$ cat config.mk
export PLATFORM = sky130hd
export DESIGN_NAME = stereo_cubic_resampler
export DESIGN_NICKNAME = d
export VERILOG_FILES = /design/src/sv/scr_pkg.sv /design/src/sv/scr_frames.sv /design/src/sv/scr_mac.sv /design/src/sv/stereo_cubic_resampler.sv
export SDC_FILE = /design/constraint.sdc
export NUM_CORES = 2
export LEC_CHECK = 0
export BUFFER_PORTS_ARGS = -buffer_cell sky130_fd_sc_hd__buf_2
export CAP_MARGIN = 30
export CORE_MARGIN = 3
export CORE_UTILIZATION = 35
export DETAILED_ROUTE_END_ITERATION = 6
export SLEW_MARGIN = 20
export SYNTH_ARGS = -nofsm -noshare
export SYNTH_HDL_FRONTEND = slang
export SYNTH_SLANG_ARGS = --single-unit
$ cat constraint.sdc
create_clock -name i_clk -period 15.96 [get_ports i_clk]
set_input_delay 2.394 -clock i_clk [delete_from_list [all_inputs] [get_ports i_clk]]
set_output_delay 2.394 -clock i_clk [all_outputs]
set_load 0.005 [all_outputs]
$ cat src/sv/scr_pkg.sv
// Shared types and constants for the stereo cubic resampler.
// No dependencies; imported by every module of the block.
package scr_pkg;

    localparam int SAMPLE_BITS_DEF = 24;
    localparam int FRAC_BITS_DEF   = 32;

    localparam int STEP_W = 33;
    localparam logic [STEP_W-1:0] STEP_MIN   = 33'd4290676620;
    localparam logic [STEP_W-1:0] STEP_MAX   = 33'd4299266564;
    localparam logic [STEP_W-1:0] STEP_RESET = 33'd4294967296;

    localparam int MAX_RESULTS = 6;

    typedef enum logic [2:0] {
        ST_IDLE,
        ST_CHECK,
        ST_COEF,
        ST_LO,
        ST_HI,
        ST_STORE,
        ST_EMIT
    } t_state;

    typedef enum logic [1:0] {
        MAC_IDLE,
        MAC_LOAD,
        MAC_LO,
        MAC_HI
    } t_mac_op;

    // Horner addend: b, then c, then d
    typedef enum logic [1:0] {
        TERM_B,
        TERM_C,
        TERM_D
    } t_term;

    typedef struct packed {
        t_mac_op op;
        t_term   term;
    } t_mac_ctrl;

    typedef struct packed {
        logic [1:0] base;
        logic       chan;
    } t_nbr_sel;

endpackage

$ cat src/sv/scr_frames.sv
// Four-frame history window, last frame of the prior block, and the
// Catmull-Rom coefficient generator. Depends on scr_pkg.
module scr_frames #(
    parameter int SAMPLE_BITS = scr_pkg::SAMPLE_BITS_DEF
) (
    input  logic                          i_clk,
    input  logic                          i_rst_n,
    input  logic                          i_load,
    input  logic signed [SAMPLE_BITS-1:0] i_left,
    input  logic signed [SAMPLE_BITS-1:0] i_right,
    input  logic                          i_eob,
    input  scr_pkg::t_nbr_sel             i_sel,
    output logic signed [SAMPLE_BITS+5:0] o_coef_a,
    output logic signed [SAMPLE_BITS+5:0] o_coef_b,
    output logic signed [SAMPLE_BITS+5:0] o_coef_c,
    output logic signed [SAMPLE_BITS+5:0] o_coef_d
);
    import scr_pkg::*;

    localparam int ACC_W = SAMPLE_BITS + 6;

    logic signed [SAMPLE_BITS-1:0] r_win_l [4];
    logic signed [SAMPLE_BITS-1:0] r_win_r [4];
    logic signed [SAMPLE_BITS-1:0] r_prior_l;
    logic signed [SAMPLE_BITS-1:0] r_prior_r;
    logic                          r_prior_valid;
    logic                          r_in_block;

    logic signed [SAMPLE_BITS-1:0] fill_l;
    logic signed [SAMPLE_BITS-1:0] fill_r;
    logic signed [SAMPLE_BITS-1:0] w_ch [4];
    logic signed [ACC_W-1:0]       s0, s1, s2, s3;

    // frame before the block start: prior block's last frame, else this one
    assign fill_l = r_prior_valid ? r_prior_l : i_left;
    assign fill_r = r_prior_valid ? r_prior_r : i_right;

    always_ff @(posedge i_clk) begin
        if (!i_rst_n) begin
            r_prior_valid <= 1'b0;
            r_in_block    <= 1'b0;
        end else if (i_load) begin
            if (i_eob) begin
                r_in_block <= 1'b0;
                if (r_in_block) begin
                    r_prior_valid <= 1'b1;
                end
            end else begin
                r_in_block <= 1'b1;
            end
        end
    end

    always_ff @(posedge i_clk) begin
        if (i_load) begin
            if (!r_in_block) begin
                for (int k = 0; k < 3; k++) begin
                    r_win_l[k] <= fill_l;
                    r_win_r[k] <= fill_r;
                end
            end else begin
                for (int k = 0; k < 3; k++) begin
                    r_win_l[k] <= r_win_l[k+1];
                    r_win_r[k] <= r_win_r[k+1];
                end
            end
            r_win_l[3] <= i_left;
            r_win_r[3] <= i_right;
            if (i_eob && r_in_block) begin
                r_prior_l <= i_left;
                r_prior_r <= i_right;
            end
        end
    end

    always_comb begin
        for (int k = 0; k < 4; k++) begin
            w_ch[k] = i_sel.chan ? r_win_r[k] : r_win_l[k];
        end
    end

    // neighbors past the last window frame repeat it
    always_comb begin
        unique case (i_sel.base)
            2'd0: begin
                s0 = ACC_W'(w_ch[0]);
                s1 = ACC_W'(w_ch[1]);
                s2 = ACC_W'(w_ch[2]);
                s3 = ACC_W'(w_ch[3]);
            end
            2'd1: begin
                s0 = ACC_W'(w_ch[1]);
                s1 = ACC_W'(w_ch[2]);
                s2 = ACC_W'(w_ch[3]);
                s3 = ACC_W'(w_ch[3]);
            end
            2'd2: begin
                s0 = ACC_W'(w_ch[2]);
                s1 = ACC_W'(w_ch[3]);
                s2 = ACC_W'(w_ch[3]);
                s3 = ACC_W'(w_ch[3]);
            end
            default: begin
                s0 = ACC_W'(w_ch[3]);
                s1 = ACC_W'(w_ch[3]);
                s2 = ACC_W'(w_ch[3]);
                s3 = ACC_W'(w_ch[3]);
            end
        endcase
    end

    assign o_coef_a = s3 - s0 + ((s1 <<< 1) + s1) - ((s2 <<< 1) + s2);
    assign o_coef_b = (s0 <<< 1) - ((s1 <<< 2) + s1) + (s2 <<< 2) - s3;
    assign o_coef_c = s2 - s0;
    assign o_coef_d = s1 <<< 1;

endmodule

$ cat src/sv/scr_mac.sv
// Shared multiply-add unit: Horner steps acc*t + addend with t split in
// two 16-bit halves, plus final halving and saturation. Depends on scr_pkg.
module scr_mac #(
    parameter int SAMPLE_BITS = scr_pkg::SAMPLE_BITS_DEF,
    parameter int FRAC_BITS   = scr_pkg::FRAC_BITS_DEF
) (
    input  logic                          i_clk,
    input  scr_pkg::t_mac_ctrl            i_ctrl,
    input  logic [FRAC_BITS-1:0]          i_frac,
    input  logic signed [SAMPLE_BITS+5:0] i_coef_a,
    input  logic signed [SAMPLE_BITS+5:0] i_coef_b,
    input  logic signed [SAMPLE_BITS+5:0] i_coef_c,
    input  logic signed [SAMPLE_BITS+5:0] i_coef_d,
    output logic signed [SAMPLE_BITS-1:0] o_result
);
    import scr_pkg::*;

    localparam int ACC_W  = SAMPLE_BITS + 6;
    localparam int PROD_W = ACC_W + 17;
    localparam int WIDE_W = ACC_W + FRAC_BITS + 18;
    localparam int RND_SH = FRAC_BITS - 16;

    localparam logic signed [WIDE_W-1:0] HALF  = WIDE_W'(1) << (FRAC_BITS - 1);
    localparam logic signed [ACC_W:0]    ONE_R = (ACC_W + 1)'(1);
    localparam logic signed [ACC_W:0]    SAT_HI =
        {{(ACC_W - SAMPLE_BITS + 2){1'b0}}, {(SAMPLE_BITS - 1){1'b1}}};
    localparam logic signed [ACC_W:0]    SAT_LO = ~SAT_HI;

    logic signed [ACC_W-1:0]  r_acc, n_acc;
    logic signed [WIDE_W-1:0] r_y, n_y;

    logic [31:0]              frac_ext;
    logic [15:0]              mul_chunk;
    logic signed [PROD_W-1:0] prod;
    logic signed [ACC_W-1:0]  addend;
    logic signed [WIDE_W-1:0] wide_sum;
    logic signed [ACC_W:0]    rounded;

    assign frac_ext  = 32'(i_frac);
    assign mul_chunk = (i_ctrl.op == MAC_HI) ? frac_ext[31:16] : frac_ext[15:0];
    assign prod      = PROD_W'(r_acc) * $signed({1'b0, mul_chunk});

    always_comb begin
        unique case (i_ctrl.term)
            TERM_B:  addend = i_coef_b;
            TERM_C:  addend = i_coef_c;
            TERM_D:  addend = i_coef_d;
            default: addend = i_coef_d;
        endcase
    end

    // low half folds in the addend above the binary point and the rounding
    // half below it; high half adds the partial sum shifted down 16
    always_comb begin
        n_acc    = r_acc;
        n_y      = r_y;
        wide_sum = r_y >>> 16;
        unique case (i_ctrl.op)
            MAC_IDLE: ;
            MAC_LOAD: n_acc = i_coef_a;
            MAC_LO:   n_y = WIDE_W'(prod) + (WIDE_W'(addend) <<< FRAC_BITS) + HALF;
            MAC_HI: begin
                wide_sum = WIDE_W'(prod) + (r_y >>> 16);
                n_acc    = ACC_W'(wide_sum >>> RND_SH);
            end
            default: ;
        endcase
    end

    always_ff @(posedge i_clk) begin
        r_acc <= n_acc;
        r_y   <= n_y;
    end

    assign rounded = ((ACC_W + 1)'(r_acc) + ONE_R) >>> 1;

    always_comb begin
        if (rounded > SAT_HI) begin
            o_result = SAT_HI[SAMPLE_BITS-1:0];
        end else if (rounded < SAT_LO) begin
            o_result = SAT_LO[SAMPLE_BITS-1:0];
        end else begin
            o_result = rounded[SAMPLE_BITS-1:0];
        end
    end

endmodule

$ cat src/sv/stereo_cubic_resampler.sv
// Stereo Catmull-Rom resampler. A frame gives n results (0 to 4); ready is high
// only between frames. Each result runs per channel on the one shared multiplier
// (load, 3 x two half-multiplies, store), stalling in ST_EMIT on back-pressure.
// The first result reaches the output register from ST_EMIT, after ST_CHECK.
// Reset is synchronous, active low: step 2^32, empty history, position three.
module stereo_cubic_resampler #(
    parameter int  SAMPLE_BITS = scr_pkg::SAMPLE_BITS_DEF,
    parameter int  FRAC_BITS   = scr_pkg::FRAC_BITS_DEF,
    localparam int TDATA_W     = ((2 * SAMPLE_BITS + 7) / 8) * 8
) (
    input  logic                       i_clk,
    input  logic                       i_rst_n,
    input  logic                       i_cfg_wr_en,
    input  logic [scr_pkg::STEP_W-1:0] i_cfg_wr_data,
    input  logic                       s_axis_tvalid,
    output logic                       s_axis_tready,
    input  logic [TDATA_W-1:0]         s_axis_tdata,  // left_sample, right_sample
    input  logic                       s_axis_tlast,  // end_of_block
    output logic                       m_axis_tvalid,
    input  logic                       m_axis_tready,
    output logic [TDATA_W-1:0]         m_axis_tdata,  // out_left, out_right
    output logic                       m_axis_tlast   // last_of_run
);
    import scr_pkg::*;

    localparam int ACC_W = SAMPLE_BITS + 6;
    localparam int POS_W = FRAC_BITS + 3;
    localparam int CNT_W = $clog2(MAX_RESULTS);

    localparam logic [POS_W-1:0] ONE_POS   = POS_W'(1) << FRAC_BITS;
    localparam logic [POS_W-1:0] THREE_POS = POS_W'(3) << FRAC_BITS;

    t_state r_state, n_state;

    logic [STEP_W-1:0]             r_step;
    logic [POS_W-1:0]              r_pos;
    logic                          r_eob;
    t_term                         r_term;
    logic                          r_chan;
    logic [CNT_W-1:0]              r_count;
    logic signed [SAMPLE_BITS-1:0] r_res_l;
    logic                          r_out_valid;
    logic signed [SAMPLE_BITS-1:0] r_out_l;
    logic signed [SAMPLE_BITS-1:0] r_out_r;
    logic                          r_out_last;

    logic                          accept;
    logic                          out_free;
    logic                          out_load;
    logic [POS_W-1:0]              limit;
    logic [POS_W-1:0]              step_ext;
    logic [POS_W-1:0]              pos_next;
    logic signed [POS_W:0]         pos_diff;
    logic [POS_W-1:0]              pos_start;
    logic                          in_range;
    logic                          last;

    logic signed [SAMPLE_BITS-1:0] in_left;
    logic signed [SAMPLE_BITS-1:0] in_right;
    logic signed [ACC_W-1:0]       coef_a, coef_b, coef_c, coef_d;
    logic signed [SAMPLE_BITS-1:0] mac_result;
    t_mac_ctrl                     mac_ctrl;
    t_nbr_sel                      nbr_sel;

    assign in_left  = s_axis_tdata[SAMPLE_BITS-1:0];
    assign in_right = s_axis_tdata[2*SAMPLE_BITS-1:SAMPLE_BITS];

    // step register, clamped to the ratio limits on write
    always_ff @(posedge i_clk) begin
        if (!i_rst_n) begin
            r_step <= STEP_RESET;
        end else if (i_cfg_wr_en) begin
            if (i_cfg_wr_data < STEP_MIN) begin
                r_step <= STEP_MIN;
            end else if (i_cfg_wr_data > STEP_MAX) begin
                r_step <= STEP_MAX;
            end else begin
                r_step <= i_cfg_wr_data;
            end
        end
    end

    assign step_ext = POS_W'(r_step[STEP_W-1 -: FRAC_BITS+1]);
    assign limit    = r_eob ? THREE_POS : ONE_POS;
    assign in_range = r_pos < limit;
    assign pos_next = r_pos + step_ext;
    assign last     = !(pos_next < limit) || (r_count == CNT_W'(MAX_RESULTS - 1));

    // r_pos holds the position relative to window frame 1, two before the newest; a new
    // frame moves the origin by one, clamped at zero
    assign pos_diff  = $signed({1'b0, r_pos}) - $signed({1'b0, ONE_POS});
    assign pos_start = pos_diff[POS_W] ? '0 : pos_diff[POS_W-1:0];

    assign out_free = !r_out_valid || m_axis_tready;

    always_comb begin
        n_state = r_state;
        unique case (r_state)
            ST_IDLE:  if (s_axis_tvalid) n_state = ST_CHECK;
            ST_CHECK: n_state = in_range ? ST_COEF : ST_IDLE;
            ST_COEF:  n_state = ST_LO;
            ST_LO:    n_state = ST_HI;
            ST_HI: begin
                if (r_term == TERM_D) begin
                    n_state = r_chan ? ST_EMIT : ST_STORE;
                end else begin
                    n_state = ST_LO;
                end
            end
            ST_STORE: n_state = ST_COEF;
            ST_EMIT: begin
                if (out_free) begin
                    n_state = last ? ST_IDLE : ST_COEF;
                end
            end
            default:  n_state = ST_IDLE;
        endcase
    end

    always_comb begin
        s_axis_tready = 1'b0;
        mac_ctrl.op   = MAC_IDLE;
        mac_ctrl.term = r_term;
        out_load      = 1'b0;
        unique case (r_state)
            ST_IDLE:  s_axis_tready = 1'b1;
            ST_CHECK: ;
            ST_COEF:  mac_ctrl.op = MAC_LOAD;
            ST_LO:    mac_ctrl.op = MAC_LO;
            ST_HI:    mac_ctrl.op = MAC_HI;
            ST_STORE: ;
            ST_EMIT:  out_load = out_free;
            default:  ;
        endcase
    end

    assign accept = s_axis_tvalid && s_axis_tready;

    always_ff @(posedge i_clk) begin
        if (!i_rst_n) begin
            r_state     <= ST_IDLE;
            r_pos       <= THREE_POS;
            r_eob       <= 1'b0;
            r_term      <= TERM_B;
            r_chan      <= 1'b0;
            r_count     <= '0;
            r_out_valid <= 1'b0;
        end else begin
            r_state <= n_state;
            if (accept) begin
                r_pos <= pos_start;
                r_eob <= s_axis_tlast;
            end
            unique case (r_state)
                ST_CHECK: begin
                    r_chan  <= 1'b0;
                    r_count <= '0;
                end
                ST_COEF: r_term <= TERM_B;
                ST_HI: begin
                    unique case (r_term)
                        TERM_B:  r_term <= TERM_C;
                        TERM_C:  r_term <= TERM_D;
                        default: r_term <= TERM_D;
                    endcase
                end
                ST_STORE: r_chan <= 1'b1;
                ST_EMIT: begin
                    if (out_load) begin
                        r_chan  <= 1'b0;
                        r_pos   <= pos_next;
                        r_count <= r_count + 1'b1;
                    end
                end
                default: ;
            endcase
            if (out_load) begin
                r_out_valid <= 1'b1;
            end else if (m_axis_tready) begin
                r_out_valid <= 1'b0;
            end
        end
    end

    always_ff @(posedge i_clk) begin
        if (r_state == ST_STORE) begin
            r_res_l <= mac_result;
        end
        if (out_load) begin
            r_out_l    <= r_res_l;
            r_out_r    <= mac_result;
            r_out_last <= last;
        end
    end

    assign nbr_sel.base = r_pos[FRAC_BITS+1:FRAC_BITS];
    assign nbr_sel.chan = r_chan;

    scr_frames #(
        .SAMPLE_BITS (SAMPLE_BITS)
    ) u_frames (
        .i_clk    (i_clk),
        .i_rst_n  (i_rst_n),
        .i_load   (accept),
        .i_left   (in_left),
        .i_right  (in_right),
        .i_eob    (s_axis_tlast),
        .i_sel    (nbr_sel),
        .o_coef_a (coef_a),
        .o_coef_b (coef_b),
        .o_coef_c (coef_c),
        .o_coef_d (coef_d)
    );

    scr_mac #(
        .SAMPLE_BITS (SAMPLE_BITS),
        .FRAC_BITS   (FRAC_BITS)
    ) u_mac (
        .i_clk    (i_clk),
        .i_ctrl   (mac_ctrl),
        .i_frac   (r_pos[FRAC_BITS-1:0]),
        .i_coef_a (coef_a),
        .i_coef_b (coef_b),
        .i_coef_c (coef_c),
        .i_coef_d (coef_d),
        .o_result (mac_result)
    );

    assign m_axis_tvalid = r_out_valid;
    assign m_axis_tdata  = TDATA_W'({r_out_r, r_out_l});
    assign m_axis_tlast  = r_out_last;

endmodule
# Word-level counts from Yosys, hierarchy flattened
# Memories as Yosys holds them, arrays and structs flattened.
# Index checks and enable logic that the tools add are counted.
# op_classes
n_mul	1
magnitude_cmp	6
bitwise	6
mux	54
n_reduce_logical	19
add_sub_neg	17
n_eq_ne	17
# ops
op	count
$mux 24	14
$pmux 30 s2	3
$add 30x30->30	5
$mux 35	4
$pmux 30 s3	1
$sub 30x30->30	3
$lt 35x34->1	2
$mux 33	2
$add 47x62->62	1
$add 62x33->62 const B	1
$mul 30x17->47	1
$add 46x46->46	1
$sub 35x33->36 const B	1
$add 35x33->35	1
$mux 34	1
$gt 33x33->1 const B	1
$lt 33x32->1 const B	1
$add 30x2->31 const B	1
$gt 30x24->1 const B	1
$lt 30x24->1 const B	1
$mux 30	1
$sub 24x30->30	1
$sub 30x24->30	1
$pmux 3 s7	1
25 further kinds	70
# totals
memories	2
in_bits	87
mem_bits_rw	192
reg_bits	294
elab_cells	140
# memory_table
memory	depth	word_bits	read_ports	rd_ports_with_merged_regs	wr	line_no	text
u_frames.r_win_l	4	24	4	0	4	scr_frames.sv:22	logic signed [SAMPLE_BITS-1:0] r_win_l [4];
u_frames.r_win_r	4	24	4	0	4	scr_frames.sv:23	logic signed [SAMPLE_BITS-1:0] r_win_r [4];

# Longest topological paths before layout
# An unclocked memory read counts as a cell.
# depth
depth_word	10
mapped_depth	47
mapped_depth_nobuf	43

# Modules after synthesis
# Synthesis repeated with hierarchy kept, for this count alone.
# unflattened
cells_unflattened	5494
hier_area_um2	53042.1
# modules_own_cells
mod	instances	cells_each	area_per_inst_um2	seq_area_each_um2
scr_mac	1	2832	24709.9	2282.2
scr_frames	1	1981	21136.5	7247.0
stereo_cubic_resampler	1	681	7195.7	3773.6

# Worst setup path after synthesis
# Ideal clock, no wire load.
# synth_timing
kind	register to register
start	reg r_state[1]
end	reg u_mac.r_y[59], data pin
setup_time_ns	0.259
setup_slack_ns	6.379
stages_incl_launch_ff	44
arrival_ns	9.322
required_ns	15.701
path_cell_list	dfxtp_1 clkbuf_1 inv_1 nand2_1 clkbuf_1 nand2_1 nand2_1 clkbuf_1 nand2_1 fa_1 inv_1 fa_1 inv_1 fa_1 inv_1 fa_1 fa_1 inv_1 [... 8 more ...] o21ai_1 o21a_1 o21bai_1 o21ai_0 xnor2_1 ha_1 a21o_1 a21o_1 a21oi_1 nor2_1 a221o_1 a221oi_2 o21ai_1 a31oi_1 o21bai_1 a21o_1 a21oi_1 xnor2_1
# synth_between
elab_chain_cells	7
# synth_rtl
item	line_no	text
start: declaration	stereo_cubic_resampler.sv:33	t_state r_state, n_state;
start signal: assignment	stereo_cubic_resampler.sv:149	r_state <= n_state;
$eq 3x3->1 or $eq 3x2->1 (tied branches)	stereo_cubic_resampler.sv:125	unique case (r_state)
$pmux 2 s3 *	stereo_cubic_resampler.sv:125	
$eq 2x2->1 *	--	
$mux 16 *	scr_mac.sv:40	assign mul_chunk = (i_ctrl.op == MAC_HI) ? frac_ext[31:16] : frac_ext[15:0];
$mul 30x17->47 *	scr_mac.sv:41	assign prod = PROD_W'(r_acc) * $signed({1'b0, mul_chunk});
$add 47x62->62 *	scr_mac.sv:61	MAC_LO: n_y = WIDE_W'(prod) + (WIDE_W'(addend) <<< FRAC_BITS) + HALF;
$add 62x33->62 *	scr_mac.sv:61	
end signal: assignment	scr_mac.sv:72	r_y <= n_y;
end: declaration	scr_mac.sv:30	logic signed [WIDE_W-1:0] r_y, n_y;
# Mark *: on every way between the ends. The rest lies on a longest branch, timed or not.
# A chain may end at the register's enable or synchronous reset.

# Worst setup path in the final report
# layout_timing
start	reg r_state[2]
end	reg u_mac.r_y[59], data pin
# Same word-level chain as after synthesis.

==> results.ini <==
[outcome]
outcome = finished, final reports clean

[synthesis]
netlist.area_leader.share = 0.253
synth_ff_type = edfxtp_1
synth_edf_count = 389
synth-async-reset-ratio = 0
synthDistinctLibCells = 82
ys_seq_elements = 470
synthCells = 5151
yosys-top-cells-count = inv_1, fa_1, nand2_1, edfxtp_1, ha_1
yosysWarningCount = 0
synth_nets = 6211
synth.top_cells.by_area = fa_1, edfxtp_1, ha_1
syn_area_mm2 = 0.0502
yosysMostFrequentCell = inv_1
yosysSeqAreaShare = 0.265
synth_top_area_cell = fa_1
synth_area_per_cell_um2 = 9.75

[global_routing]
grtUsageTotal = 0.169
overflow = 0
grt_pass1_wl_mm = 203
grt_pass1_vias = 36800
antenna_found_initial = 0
grt_max_degree = 106

[timing]
period_share = 0.698
fmax_mhz = 89.8
max_slew_margin = 0.343
setup_viol = 0
drv_slew = 0
finClkSkew_ns = 0.0635
finalHoldViolCount = 0
holdWs_ns = 0.417
setup_tns_ns = 0
worstMarginPinSlew_ns = 0.985
rsz0062_at_grt = false
period_minus_slack_ns = 11.14

[die]
initial_utilization = 0.353
core_mm2 = 0.142
rows = 138
ioPinCount = 138
die_x_um = 385
die-area_mm2 = 0.148
fp.dieH_um = 385

[layout]
drive_gt1_frac = 0.0687
area_growth_pct = 9.02
nets = 6240

[clocking]
clock-root-buffer = clkbuf_16
cts_tree = built
clk_latency_ns = 0.67
cts-htree-levels = 2
cts_buffers = 55
clkTransAtPathRegs_ns = 0.06
postCtsHoldBufs = 0
cts-resized-gates = 0
clk_path_buf_depth = 3
cts_sinks = 470
cts_setup_buffers = 0

[setup_path]
crit_required_ns = 16.38
cpPeakStageDelay_ns = 0.63
cp-start-kind = register
cp_max_fo = 22
rr_startpoint = r_state[2]
criticalPathCategory = reg2reg
crit_slowest_cell = dfxtp_1
reg2reg_slack_ns = 4.82
arrival_ns = 11.55
startpoint = r_state[2]
worst_setup_path_end_kind = register
cp_common_cell = fa_1

[pwr]
peakVddDrop_v = 0.000128
leakagePower_nw = 23.8
powerDensity_mw_per_mm2 = 148

[placement]
port_buffers = 137
gp_congestion = 0.892
dp_hpwl_mm = 97.3

[detailed_routing]
first_iter_violations = 2237
drcViolationCount = 0
wl_per_cell_um = 17.3
viasPerCell = 5.04
antenna_left = 0
dr.pass1.iters = 6
m1WireLength_mm = 60.1
route.met2.wl_mm = 55.1
top_layer = met4
vias = 35900
wl_mm = 123
met3_length_mm = 6.02

[worst_hold_path]
min_path_type = reg2reg
hold_start = r_res_l[10]

[run]
max_cap_violations = 0

state kept, by name (all words and copies together), names as in the netlist, 30 cells and up:
signal,flops
r_step,33
u_mac.r_y,46
u_frames.r_win_r,96
r_pos,35
u_frames.r_win_l,96
u_mac.r_acc,30
cells in the final DEF, fill, tap and decap left out, types with 107 or more instances in the layout:
cell type,count
inv_1,785
fa_1,635
nand2_1,586
edfxtp_1,389
ha_1,337
a21oi_1,248
nor2_1,241
o21ai_0,206
o21a_1,173
and2_1,143
xnor2_1,139
buf_2,138
mux2i_1,124
nor2b_1,107
stage by stage:
| step | instances | power [mW] | area [µm²] | setup slack, ns | utilization |
|---|---|---|---|---|---|
| finish | 7116 | 8.10 | 54800 | 4.82 | 0.385 |
| global route | 7115 | 8.84 | 54800 | 4.25 | 0.385 |
| CTS | 7106 | 8.15 | 54600 | 4.59 | 0.384 |
| detailed placement | 7004 | 6.89 | 52900 | 4.65 | 0.372 |
| global placement | 7002 | 6.85 | 52800 | 4.89 | 0.372 |
| floorplan | 5151 | 5.56 | 50200 | 6.38 | - |
final cells by class:
type                       count  area (µm²)
antenna                        1        2.50
clock buffer                  62        1400
clock inverter                40         332
fill                       14100       87300
inverter                     787        2950
multi-input combinational   3674       33200
sequential                   470       13300
tap                         1890        2360
timing repair buffer         192        1190
power by group:
group | switching (mW) | internal (mW)
registers | 0.0396 | 1.60
logic | 3.13 | 2.13
clock network | 0.547 | 0.660
cell families (layout without fill, tap and decap cells):
logic type               count (synthesis)  count (layout)  share of synthesized area
AND/OR/NAND/NOR                       1315            1315                      0.121
AO/OA/AOI/OAI                         1009            1009                      0.130
buffers and inverters                 1007            1081                     0.0753
adder cells (fa/ha/maj)                973             973                      0.337
flip-flops                             470             470                      0.265
XOR/XNOR                               205             205                     0.0357
multiplexers                           172             172                     0.0354
other                                    0               1                          0
worst max-delay path: cells and delay by family (launching register included):
kind,cells,cell delay [ns]
buf+inv,5,0.47
simple gates,8,1.93
flops,1,0.63
fa+ha+maj,8,3.75
xor+xnor,2,0.40
compound gates,17,3.70
worst paths after layout:
check             cells past startpoint             to
setup / recovery                     40  u_mac.r_y[59]
hold reg to reg                       0    r_out_l[10]
setup reg to reg                     40  u_mac.r_y[59]
hold / removal                        0    r_out_l[10]
routing by layer:
metal,track usage,vias to the layer above
met4,0.0290,0
li1,-,17100
met1,0.250,17900
met5,0,-
met2,0.267,817
met3,0.0209,99
Power figures use the tool's default switching activity.
